<file path="config.mk">
export PLATFORM = sky130hd
export DESIGN_NAME = fusw_out
export DESIGN_NICKNAME = d
export VERILOG_FILES = /design/src/sv/fusw_pkg.sv /design/src/sv/fusw_out.sv
export VERILOG_INCLUDE_DIRS = /design/src /design/src/sv
export SDC_FILE = /design/constraint.sdc
export NUM_CORES = 1
export LEC_CHECK = 0
export ABC_AREA = 0
export BUFFER_PORTS_ARGS = -buffer_cell sky130_fd_sc_hd__buf_2
export CAP_MARGIN = 20
export CORE_AREA = 3 3 40 42
export DETAILED_ROUTE_END_ITERATION = 16
export DIE_AREA = 0 0 43 45
export PLACE_DENSITY = 0.69
export SYNTH_ARGS = -nofsm -noshare
export SYNTH_HDL_FRONTEND = slang
export SYNTH_SLANG_ARGS = --single-unit
</file>
<file path="constraint.sdc">
create_clock -name clk -period 1.2 [get_ports clk]
set_clock_uncertainty 0.15 [all_clocks]
set_input_delay 0.24 -clock clk [delete_from_list [all_inputs] [get_ports clk]]
set_output_delay 0.24 -clock clk [all_outputs]
set_load 0.02 [all_outputs]
</file>
<file path="src/sv/first_unique_symbol_per_word_defines.svh">
// Assertion macros for the first_unique_symbol_per_word RTL.
// Requires clk and rst_n in the scope of every use.
`ifndef FIRST_UNIQUE_SYMBOL_PER_WORD_DEFINES_SVH
`define FIRST_UNIQUE_SYMBOL_PER_WORD_DEFINES_SVH

`ifndef SYNTHESIS
`define FUSW_ASSERT_IMP(label, ante, cons) \
  label: assert property (@(posedge clk) disable iff (!rst_n) (ante) |-> (cons)) \
    else $error("fusw: implication check failed");
`define FUSW_ASSERT_NXT(label, ante, cons) \
  label: assert property (@(posedge clk) disable iff (!rst_n) (ante) |=> (cons)) \
    else $error("fusw: next-cycle check failed");
`else
`define FUSW_ASSERT_IMP(label, ante, cons)
`define FUSW_ASSERT_NXT(label, ante, cons)
`endif

`endif

</file>
<file path="src/sv/fusw_pkg.sv">
// Shared types, constants and helpers for first_unique_symbol_per_word.
// No dependencies.
package fusw_pkg;

  localparam int SYMBOL_BITS_DEF = 8;
  localparam int CELLS_DEF       = 256;

  localparam logic [7:0] BLANK = 8'h20;

  localparam logic KIND_WORD = 1'b0;
  localparam logic KIND_TEXT = 1'b1;

  typedef struct packed {
    logic [7:0] symbol;
    logic       end_of_text;
  } in_beat_t;

  typedef struct packed {
    logic       kind;
    logic [7:0] unique_symbol;
    logic       found;
    logic       last;
  } out_beat_t;

  typedef struct packed {
    logic ins_v;
    logic srch;
    logic hit_v;
    logic res_v;
    logic res_found;
    logic fin;
  } tok_ctl_t;

  function automatic logic is_space(input logic [7:0] b);
    return (b == 8'h20) || ((b >= 8'h09) && (b <= 8'h0D));
  endfunction

endpackage

</file>
<file path="src/sv/fusw_out.sv">
// Result sequencer at the tail of the text chain: zero, one or two beats per token.
// Depends on fusw_pkg and first_unique_symbol_per_word_defines.svh.
`include "first_unique_symbol_per_word_defines.svh"

module fusw_out #(
  parameter int KEY_BITS = fusw_pkg::SYMBOL_BITS_DEF
) (
  input  logic                 clk,
  input  logic                 rst_n,
  input  fusw_pkg::tok_ctl_t   ctl_i,
  input  logic [KEY_BITS-1:0]  hit_key_i,
  input  logic [7:0]           res_sym_i,
  input  logic                 out_ready,
  output logic                 out_valid,
  output fusw_pkg::out_beat_t  out_payload,
  output logic                 adv
);
  import fusw_pkg::*;

  logic                sent_r;
  logic                word_beat;
  logic [KEY_BITS+7:0] key_wide;
  logic [7:0]          text_sym;

  assign key_wide = {8'h00, hit_key_i};
  assign text_sym = ctl_i.hit_v ? key_wide[7:0] : BLANK;

  always_comb begin
    word_beat = ctl_i.res_v && !sent_r;
    out_valid = word_beat || ctl_i.fin;
    if (word_beat) begin
      out_payload.kind          = KIND_WORD;
      out_payload.unique_symbol = res_sym_i;
      out_payload.found         = ctl_i.res_found;
      out_payload.last          = !ctl_i.fin;
    end else begin
      out_payload.kind          = KIND_TEXT;
      out_payload.unique_symbol = text_sym;
      out_payload.found         = ctl_i.hit_v;
      out_payload.last          = 1'b1;
    end
    adv = !out_valid || (out_ready && out_payload.last);
  end

  // hold the token while its word beat has gone and the text beat waits
  always_ff @(posedge clk) begin
    if (!rst_n) begin
      sent_r <= 1'b0;
    end else if (adv) begin
      sent_r <= 1'b0;
    end else if (out_valid && out_ready) begin
      sent_r <= 1'b1;
    end
  end

  `FUSW_ASSERT_IMP(a_text_is_last, out_valid && out_payload.kind == KIND_TEXT, out_payload.last)
  `FUSW_ASSERT_IMP(a_blank_when_none, out_valid && !out_payload.found, out_payload.unique_symbol == BLANK)
  `FUSW_ASSERT_NXT(a_text_follows_word, out_valid && out_ready && !out_payload.last, out_valid && out_payload.kind == KIND_TEXT)

endmodule

</file>
==> results, run 1 <==
- The tool flagged a number of max-cap violations equal to 0.
- The relative area change from synthesis to final layout is 117%.
- For the pin with the worst max-slew slack, the measured transition is 215 ps.
- The average vias per placed instance is 4.31.
- The region available for standard cell placement spans 0.00128 mm2.
- The final route contains 405 vias.
- The die is 43 um wide.
- Among cell families on the critical path, the largest total delay comes from adder cells.
- The overall die area is 0.00194 mm2.
- The port buffer count is 35.
- Leaving out fill and tap cells, the most frequent cell in the layout is buf_2.
- The post-layout net count is 106.
- Row generation in the floorplan step produced 13 rows.
- The critical path starts at ctl_i[2].
- In this design, the stage delay of the slowest critical-path cell is 300 ps.
- Routability-driven placement finished with a final weighted congestion of 0.630.
- The iteration-0 DRC count of the detailed router is 0.
- STA classifies the critical path endpoint as an output port.
- In the layout the commonest cells are buf_2 (29), nand2_1 (9), nand3b_1 (8), buf_4 (8), buf_6 (7).
- Measured along the y axis, the die boundary spans 45 um.
- The placed instances occupy a cell area of 484 um2.
- The relative slew slack is 85.6%.
- The critical path goes through buf_6, nor2b_4, inv_8, maj3_2, buf_6.
- The count of pins on the block boundary is 38.
- For this run, the total global-route usage over all layers was measured as 8.96%.
- The largest total area in the synthesized netlist belongs to nand3b_1.
- The number of global-route vias before repair is 383.
- The first global-routing pass estimated 1.45 mm of wire.
- The count of final max-slew check failures was 0.
- The total congestion overflow is 0.
- The source-to-sink clock delay at the later pin of the worst-skew pair is 0 ps.
- The repair_antennas step left the layout with diodes totalling 0.
- Cells with a size suffix above 1 make up 65.8% of the layout.
- The total count of hold-check failures in the final report is 0.
- The share of the clock period used by the worst path after layout is 117%.
- The average instance in the mapped netlist occupies 6.78 um2.
- The flip-flop count of the largest register, all copies and words added is 1.
- The register with the most flip-flops is sent_r.
- The source of the worst register-to-register timing path is sent_r.
- The finished cells cover 558 um2.
- Setup repair after global routing could not meet its margin everywhere.
- Once the floorplan was initialized, standard cells occupied 20.1% of the core.
- The remaining antenna violation count is 0.
- In the final layout, the registers with the most flip-flops are sent_r: 1 flops.
- Once detailed placement completed, the half-perimeter wirelength came to 732 um.
- Entering global routing, the biggest net connects 10 pins.
- The maximum fanout encountered on the critical timing path is 4.
- For this run, the detailed router's first-pass iteration total came to 1.
- The worst path in the final design needs a cycle of 1410 ps, including I/O delays and setup.
- By instance count, the cell type seen most on the critical path is buf_6.
- The top cell type's share of synthesized area is 23.3%.
- In this run the power density over the cells is 484 mW/mm2.
- For the worst setup path, the data required time is 810 ps.
- The number of distinct standard cells referenced by the synthesized netlist is 14.
- The synthesized netlist net count is 63.
- After synthesis, the cell types taking the most area are nand3b_1 (23%), nand2_1 (15%), o21ai_0 (14%).
- The data arrival time of the critical path is 1020 ps.
- STA classifies the critical path startpoint as an input pin.
- The flip-flop and latch count after synthesis is 1.
- The startpoint identified for the worst hold timing path is rst_n.
- The final reports fail on setup timing.
- The routed length per placed instance is 9.59 um.
- The final number of setup-violating endpoints is 13.
- The number of buffers and inverters on the critical path is 3.
- The worst setup slack after layout is -210 ps.
- The worst setup path is of the in2out kind.
- The DRC violation count after routing is 0.
- The worst hold-check path type is in2reg.
- After detailed routing, the total wire length is 901 um.
- Counting every instance in the synthesized netlist gives 38.
- The sequential fraction of the synthesis area is 7.77%.
- The worst-case vdd ir drop is 0.205 mV.
- The fmax is 709 MHz.
- After clock tree synthesis, the clock-pin slew on the worst setup and hold paths is 0 ps.
- The run finished, with violations left.
- In this run the static leakage power is 0.299 nW.
- The library cell contributing the largest single delay on the critical path is maj3_2.
- The area of the mapped netlist is 258 um2.
- The number of antenna violations at the first check in global routing was 0.
- The number of hold buffers added after CTS is 0.
- The count of synthesis-stage warnings from yosys is 0.
- The overall power is 0.270 mW.
-- cell type report --
class / count / area (um2)
well taps: 15 / 18.8
inverters: 2 / 15.0
fillers: 133 / 727
repair buffers: 44 / 284
flip-flops and latches: 1 / 21.3
multi-input cells: 32 / 219
-- metrics by stage --
stage	worst slack [ps]	util, %	hold WS, ps	instances	TNS, ps
finish	-210	43.4	324	94	-1910
global route	-238	43.4	355	94	-2420
CTS	-233	41.2	328	93	-1900
detailed placement	-265	37.7	328	92	-1970
global placement	-262	37.7	321	92	-1870
floorplan	-187	-	199	38	-1490
-- report_power, final --
part,switching (mW),total [mW],internal (mW),leakage [nW]
clock network,0,0,0,0
registers,0.00102,0.0362,0.0352,0.00859
logic,0.112,0.234,0.121,0.291
-- worst register-to-register path, stage by stage (launching register included) --
cell and delay (ps):
dfxtp_2 310, buf_4 150, nand3b_1 150, a21oi_1 110
-- cell usage after synthesis --
master    instances
nand2_1          10
nand3b_1          8
o21ai_0           7
buf_6             2
nand2b_1          2
a21oi_1           1
buf_1             1
dfxtp_1           1
inv_1             1
inv_4             1
maj3_2            1
mux2_2            1
mux2_4            1
nor2b_4           1
-- metal layers --
layer | share of wire (%) | GRT usage (%)
met5 | 0 | 0
met4 | 0 | 0
met3 | 11 | 0
met2 | 51 | 18.0
met1 | 38 | 11.4
-- cell families (layout without fill, tap and decap cells) --
logic type                 count (synthesis)  after routing  share of synthesized area (%)
AOI/OAI and AO/OA                          8              8                           15.5
adders and majority gates                  1              1                           4.37
buffers and inverters                      5             46                           14.1
DFF                                        1              1                           7.77
muxes                                      2              2                           10.2
and+or+nand+nor                           21             21                           48.1
-- worst paths after layout --
path            end  slack [ps]  depth (start not counted)
min reg2reg  sent_r         480                          3
max reg2reg  sent_r         250                          3
min          sent_r         320                          3
max             adv        -210                          5
-- what timing repair did --
action | CTS | global route
gates cloned | 0 | 0
endpoints found under the hold margin | 0 | 0
buffers inserted | 1 | 2
setup endpoints to repair | 12 | 11
resized for setup | 11 | 6
pin swaps | 1 | 2
(Power assumes the default switching activity.)
==> run 2: changes to the inputs <==
--- a/config.mk
+++ b/config.mk
@@ -6,13 +6,13 @@
 export SDC_FILE = /design/constraint.sdc
 export NUM_CORES = 1
 export LEC_CHECK = 0
-export ABC_AREA = 0
+export ABC_AREA = 1
 export BUFFER_PORTS_ARGS = -buffer_cell sky130_fd_sc_hd__buf_2
 export CAP_MARGIN = 20
 export CORE_AREA = 3 3 40 42
 export DETAILED_ROUTE_END_ITERATION = 16
 export DIE_AREA = 0 0 43 45
-export PLACE_DENSITY = 0.69
+export PLACE_DENSITY = 0.64
 export SYNTH_ARGS = -nofsm -noshare
 export SYNTH_HDL_FRONTEND = slang
 export SYNTH_SLANG_ARGS = --single-unit
==> run 2 against run 1 <==
  * The run still ends with setup timing left
  * Worst setup slack improved by 170 ps
  * Area after synthesis decreased by 21%
  * Sequential share of layout area increased by 0.061 points
  * Via count decreased by 5.2%
  * Fmax increased by 14%
  * Largest power group unchanged
==> results, run 2 <==
- The flow ran to the end, but the final reports show violations.
- The final reports fail on setup timing.
- The post-layout net count is 105 (-0.94%).
- The number of detailed-routing iterations run before antenna repair is 3 (+2).
- The area inside the core boundary is 0.00128 mm2 (unchanged).
- The measured slew at the worst slew-check pin is 104 ps (-111 ps).
- The area of the mapped netlist is 204 um2 (-21%).
- The count of maximum capacitance violations is 0 (unchanged).
- The flip-flop count of the largest register, all copies and words added came to 1 (unchanged).
- The critical path class is reg2out.
- The final number of setup-violating endpoints came to 9 (-4).
- The share of the clock period used by the worst path after layout is 103% (-14 points).
- The maximum fanout encountered on the critical timing path was 4 (unchanged).
- The via total after detailed routing is 384 (-5.2%).
- The die boundary width is 43 um (unchanged).
- The count of pins on the block boundary came to 38 (unchanged).
- The worst setup path is launched from a flop.
- The flip-flop and latch count after synthesis is 1 (unchanged).
- The source-to-sink clock delay at the later pin of the worst-skew pair is 0 ps (unchanged).
- The source of the worst register-to-register timing path is sent_r.
- The met2 usage in global routing is 18.3% (+0.30 points).
- The top cell type's share of synthesized area was 44.2% (+21 points).
- The end point of the worst hold path is sent_r.
- The overall routed net length was 853 um (-5.3%).
- The routed length per placed instance is 9.17 um (-4.3%).
- The worst setup slack after layout is -41.0 ps (+169 ps).
- The static leakage is 0.317 nW (+5.7%).
- The setup slack on the worst flop-to-flop path is 20 ps (-230 ps).
- The number of global-route vias before repair is 346 (-9.7%).
- Compared with the post-synthesis result, the final layout area differs by 169%.
- The cell type contributing the most total cell area after synthesis is nand2_1.
- The register clock-pin slew on the reported worst setup and hold paths was 0 ps (unchanged).
- The worst hold-check path type is reg2reg.
- The non-filler instance count after layout is 93 (-1.1%).
- The port buffer count is 35 (unchanged).
- The worst setup slack after placement is -59.4 ps (+206 ps).
- The count of synthesis-stage warnings from yosys is 0 (unchanged).
- In the layout the commonest cells are buf_2 (23), nand2_2 (15), nand2_1 (10), buf_6 (10), buf_4 (7).
- The pin count of the biggest net entering global routing is 9 (-1).
- The average vias per placed instance is 4.13 (-4.2%).
- The setup TNS is -233 ps (+1680 ps).
- The sequential fraction of the synthesis area is 9.82% (+2.0 points).
- The end of the worst register-to-register path is sent_r.
- The placed wire-length estimate after detailed placement is 723 um (-1.1%).
- The total count of hold-check failures in the final report is 0 (unchanged).
- The fmax is 806 MHz (+14%).
- The most numerous cell in the Yosys netlist is nand2_1.
- The relative slew slack came to 93.1% (+7.5 points).
- The overall die area is 0.00194 mm2 (unchanged).
- The register with the most flip-flops is sent_r.
- The kind of capture point of the worst setup path is an output port.
- The final core utilization was 42.7% (-0.68 points).
- Counting instances in the post-synthesis netlist gives the leading cell types as nand2_1 (24), inv_2 (3), nand2_4 (3).
- The commonest register cell after synthesis is dfxtp_1.
- The data arrival time of the critical path is 850 ps (-170 ps).
- The power density of the placed cells is 544 mW/mm2 (+12%).
- The time the final worst path needs with I/O delays and setup is 1240 ps (-169 ps).
- The total congestion overflow is 0 (unchanged).
- The hold-critical path depth was 2 (-1).
- The count of final max-slew check failures is 0 (unchanged).
- The mean area per synthesized cell is 5.37 um2 (-21%).
- The number of distinct standard cells referenced by the synthesized netlist is 10 (-4).
- The number of rows in the core area is 13 (unchanged).
- The number of antenna violations at the first check in global routing is 0 (unchanged).
- The die height is 45 um (unchanged).
- The remaining antenna violation count is 0 (unchanged).
- The global placer's final weighted congestion was 0.626 (-0.62%).
- The worst-case vdd ir drop is 0.254 mV (+24%).
- The worst hold path begins at sent_r.
- The fraction of final layout cells sized beyond drive strength 1 is 83.3% (+18 points).
- The DRC violation count after routing is 0 (unchanged).
- The number of cell instances on the worst register-to-register path was 7 (+4).
- The antenna diode count was 0 (unchanged).
- In the final layout, the registers with the most flip-flops are sent_r: 1 flops.
- The synthesized instance count is 38 (unchanged).
- The global-route wire length before repair is 1.26 mm (-13%).
- After synthesis, the cell types taking the most area are nand2_1 (44%), nand2_4 (17%), dfxtp_1 (9.8%).
- The synthesized netlist net count is 63 (unchanged).
- The number of enable flip-flop cells after synthesis is 0 (unchanged).
- The iteration-0 DRC count of the detailed router is 3 (+3).
- In this run the most used layer during global routing was met2.
- The fraction of met1 tracks used by global routing is 8.13% (-3.3 points).
- The global routing usage on met3 is 0.398% (+0.40 points).
- The data required time of the worst path came to 810 ps (about the same).
- Setup repair after global routing could not meet its margin everywhere.
- The number of cells in the design after placement came to 93 (+1.1%).
- The fraction of registers with async set/reset is 0% (unchanged).
- The initial core utilization is 15.9% (-4.2 points).
- The most common library cell in the layout ignoring fill and taps is buf_2.
- The total track usage was 7.97% (-0.98 points).
- The overall power is 0.299 mW (+11%).
run 2: metal layers:
layer / share of wire (%) / vias up
met5: 0 / -
met4: 0 / 0
met3: 9.3 / 0
met2: 58 / 19
met1: 32 / 165
li1: - / 200
run 2: layout make-up:
type / count / area, um2
repair buffers: 40 / 280
well taps: 15 / 18.8
fillers: 153 / 736
multi-input cells: 33 / 204
flip-flops and latches: 1 / 21.3
inverters: 4 / 25.0
run 2: worst max-delay path: stages, from the launching register on:
cell	delay, ps
dfxtp_2	310
inv_2	50
nand2_4	100
nand2_4	80
o22a_2	190
buf_6	130
run 2: per-stage QoR:
stage	hold WS (ps)	instance area, um2
detailed placement	324	457
global route	342	549
global placement	321	457
floorplan	208	225
CTS	324	534
finish	312	549
run 2: power breakdown:
group / switching [mW] / total, mW / internal [mW]
Sequential: 0.00111 / 0.0371 / 0.0360
Clock: 0 / 0 / 0
Combinational: 0.133 / 0.262 / 0.129
run 2: how the worst max path moves through the flow:
stage	startpoint	endpoint	slack [ps]
2_1_floorplan	sent_r	out_payload[1]	10
6_report	sent_r	out_payload[7]	-40
3_3_place_gp	sent_r	out_payload[2]	-60
4_1_cts	sent_r	out_payload[8]	-30
5_1_grt	sent_r	out_payload[5]	-80
3_5_place_dp	sent_r	out_payload[3]	-60
run 2: kinds of logic after synthesis:
kind of cell           count (synthesis)  share of synthesized area [%]
and+or+nand+nor                       31                           75.5
AOI/OAI and AO/OA                      2                           7.36
DFF                                    1                           9.82
buffers and inverters                  4                           7.36
run 2: what timing repair did:
action | in CTS | in global routing
resized for setup | 25 | 6
endpoints found under the setup margin | 10 | 12
pin swaps | 4 | 2
hold buffers | 0 | 0
buffers inserted | 0 | 0
==> run 3: changes to the inputs <==
--- a/config.mk
+++ b/config.mk
@@ -9,10 +9,11 @@
 export ABC_AREA = 1
 export BUFFER_PORTS_ARGS = -buffer_cell sky130_fd_sc_hd__buf_2
 export CAP_MARGIN = 20
-export CORE_AREA = 3 3 40 42
+export CORE_AREA = 2 2 39 41
 export DETAILED_ROUTE_END_ITERATION = 16
-export DIE_AREA = 0 0 43 45
-export PLACE_DENSITY = 0.64
+export DIE_AREA = 0 0 41 43
+export PLACE_DENSITY = 0.62
+export SKIP_CTS_REPAIR_TIMING = 1
 export SYNTH_ARGS = -nofsm -noshare
 export SYNTH_HDL_FRONTEND = slang
 export SYNTH_SLANG_ARGS = --single-unit
==> constraint.sdc (replaced) <==
create_clock -name clk -period 1.58 [get_ports clk]
set_clock_uncertainty 0.15 [all_clocks]
set_input_delay 0.316 -clock clk [delete_from_list [all_inputs] [get_ports clk]]
set_output_delay 0.316 -clock clk [all_outputs]
set_load 0.02 [all_outputs]
==> run 3 against run 2 <==
  * The flow now finishes without violations
  * Wire length decreased by 19%
  * Critical endpoint is now out_payload[8]
  * Cell count is 4.3% lower
  * Combinational power shrank 47%
  * Worst hold slack better by 22 ps
==> results, run 3 (synthesis gave the netlist of run 2 again) <==
- The placed wire-length estimate after detailed placement came to 573 um (-21%).
- The total count of hold-check failures in the final report is 0 (unchanged).
- The final number of setup-violating endpoints is 0 (-9).
- The overall power is 0.167 mW (-44%).
- The global routing stage identified its most utilized layer as met2.
- The post-layout net count is 100 (-4.8%).
- The overall die area is 0.00176 mm2 (-8.9%).
- The initial core utilization is 14.7% (-1.1 points).
- The total track usage is 6.90% (-1.1 points).
- The number of rows in the core area is 14 (+1).
- The fraction of met1 tracks used by global routing is 7.94% (-0.20 points).
- The worst setup path is of the in2out kind.
- The number of global-route vias before repair is 236 (-32%).
- The switching component of the power is 0.0840 mW (-37%).
- The remaining antenna violation count was 0 (unchanged).
- The share of the clock period used by the worst path after layout is 92.2%.
- The count of pins on the block boundary came to 38 (unchanged).
- The tightest min-delay check is of the reg2reg type.
- The DRC violation count after routing is 0 (unchanged).
- The iteration-0 DRC count of the detailed router is 1 (-2).
- The pin count of the biggest net entering global routing came to 9 (unchanged).
- The number of detailed-routing iterations run before antenna repair was 4 (+1).
- The static leakage was 0.269 nW (-15%).
- The average vias per placed instance was 3.84 (-6.9%).
- The antenna diode count is 0 (unchanged).
- The routed length per placed instance is 7.72 um (-16%).
- The final-layout fill cell count is 163 (+6.5%).
- The switching part of the total power is 50.4% (+5.6 points).
- The relative slew slack is 90.8% (-2.2 points).
- The largest registers in the layout are sent_r: 1 flops.
- The flip-flop count of the largest register, all copies and words added is 1 (unchanged).
- The global placer's final weighted congestion is 0.601 (-3.9%).
- The portion of total power attributed to the clock network came to 0% (unchanged).
- The data arrival time of the critical path came to 990 ps (+140 ps).
- The die height is 43 um (-4.4%).
- The kind of capture point of the worst setup path is an output port.
- The global routing usage on met3 is 0.524% (+0.13 points).
- The count of maximum capacitance violations is 0 (unchanged).
- The most common library cell in the layout ignoring fill and taps is buf_2.
- The relative area change from synthesis to final layout is 95.7%.
- The met2 usage in global routing came to 13.4% (-4.8 points).
- The part of the power in combinational logic is 83.2% (-4.4 points).
- The via total after detailed routing is 342 (-11%).
- The source-to-sink clock delay at the later pin of the worst-skew pair came to 0 ps (unchanged).
- The startpoint type of the worst setup path is an input pin.
- The internal power consumption is 0.0825 mW (-50%).
- The overall routed net length is 687 um (-19%).
- The power density of the placed cells was 417 mW/mm2 (-23%).
- The maximum fanout encountered on the critical timing path came to 7 (+3).
- Derived from the worst setup path, the maximum achievable clock frequency is 686 MHz.
- The top cell types in the final layout, fill and taps aside, are buf_2 (35), nand2_1 (24), inv_2 (3), nand2_4 (3), nand3_2 (2).
- The global-route wire length before repair is 903 um (-28%).
- sent_r holds more flip-flops than any other register.
- The measured slew at the worst slew-check pin came to 137 ps (+33.2 ps).
- The die boundary width is 41 um (-4.7%).
- The setup TNS is 0 ps (+233 ps).
- Subtracting the final worst setup slack from the clock period gives 1460 ps.
- The source of the worst register-to-register timing path is sent_r.
- The worst-case vdd ir drop was 0.147 mV (-42%).
- The port buffer count is 35 (unchanged).
- The hold path startpoint is sent_r.
- Setup repair after global routing left no endpoint under its margin.
- The register clock-pin slew on the reported worst setup and hold paths is 0 ps (unchanged).
- The data required time of the worst path was 1110 ps (+300 ps).
- The number of antenna violations at the first check in global routing is 0 (unchanged).
- The area inside the core boundary is 0.00138 mm2 (+7.7%).
- The launching element of the worst setup path is ctl_i[2].
- The count of final max-slew check failures is 0 (unchanged).
- The total congestion overflow is 0 (unchanged).
- The run finished with clean final reports.
- The fraction of final layout cells sized beyond drive strength 1 was 61.6% (-22 points).
- The relative contribution of sequential cells to total power is 16.8% (+4.4 points).
-- run 3: cell count changes in the layout (fill, tap and decap cells not counted), sizes merged --
| cell | previous run | this run |
|---|---|---|
| buf | 40 | 35 |
-- run 3: power groups by stage --
stage          Clock [mW]  Combinational, mW  Sequential (mW)
6_report                0              0.139           0.0280
2_1_floorplan           0             0.0807           0.0278
3_5_place_dp            0              0.140           0.0280
3_3_place_gp            0              0.139           0.0280
5_1_grt                 0              0.154           0.0282
4_1_cts                 0              0.141           0.0280
-- run 3: cell type report --
class / count / area (um2) / share of cell area, %
inverter: 4 / 15.0 / 3.76
timing repair buffer: 35 / 175 / 43.9
tap: 16 / 20.0 / 5.02
multi-input combinational: 33 / 169 / 42.3
sequential: 1 / 20.0 / 5.02
-- run 3: metrics by stage --
step	setup WS, ps	hold WS (ps)	cell area [um2]	std cells	utilization [%]
detailed placement	97.6	338	399	89	28.8
finish	123	334	399	89	28.8
CTS	96.7	340	399	89	28.8
floorplan	264	292	204	38	-
global placement	117	333	399	89	28.8
global route	28.0	365	399	89	28.8
-- run 3: critical path, stage by stage --
cell	delay [ps]
buf_2	120
nand2_4	110
nand2_4	60
inv_2	110
nand2_1	60
nand2_1	50
buf_2	150
-- run 3: worst paths after layout --
kind                                        to  slack (ps)  depth (start not counted)
worst max-delay path            out_payload[8]         120                          7
worst min-delay path                    sent_r         330                          2
worst max register to register          sent_r         590                          5
worst min register to register          sent_r         330                          2
-- run 3: metal layers --
layer,part of all wire (%),vias to the layer above
li1,-,185
met1,42,130
met2,42,27
met3,16,0
met4,0,0
met5,0,-
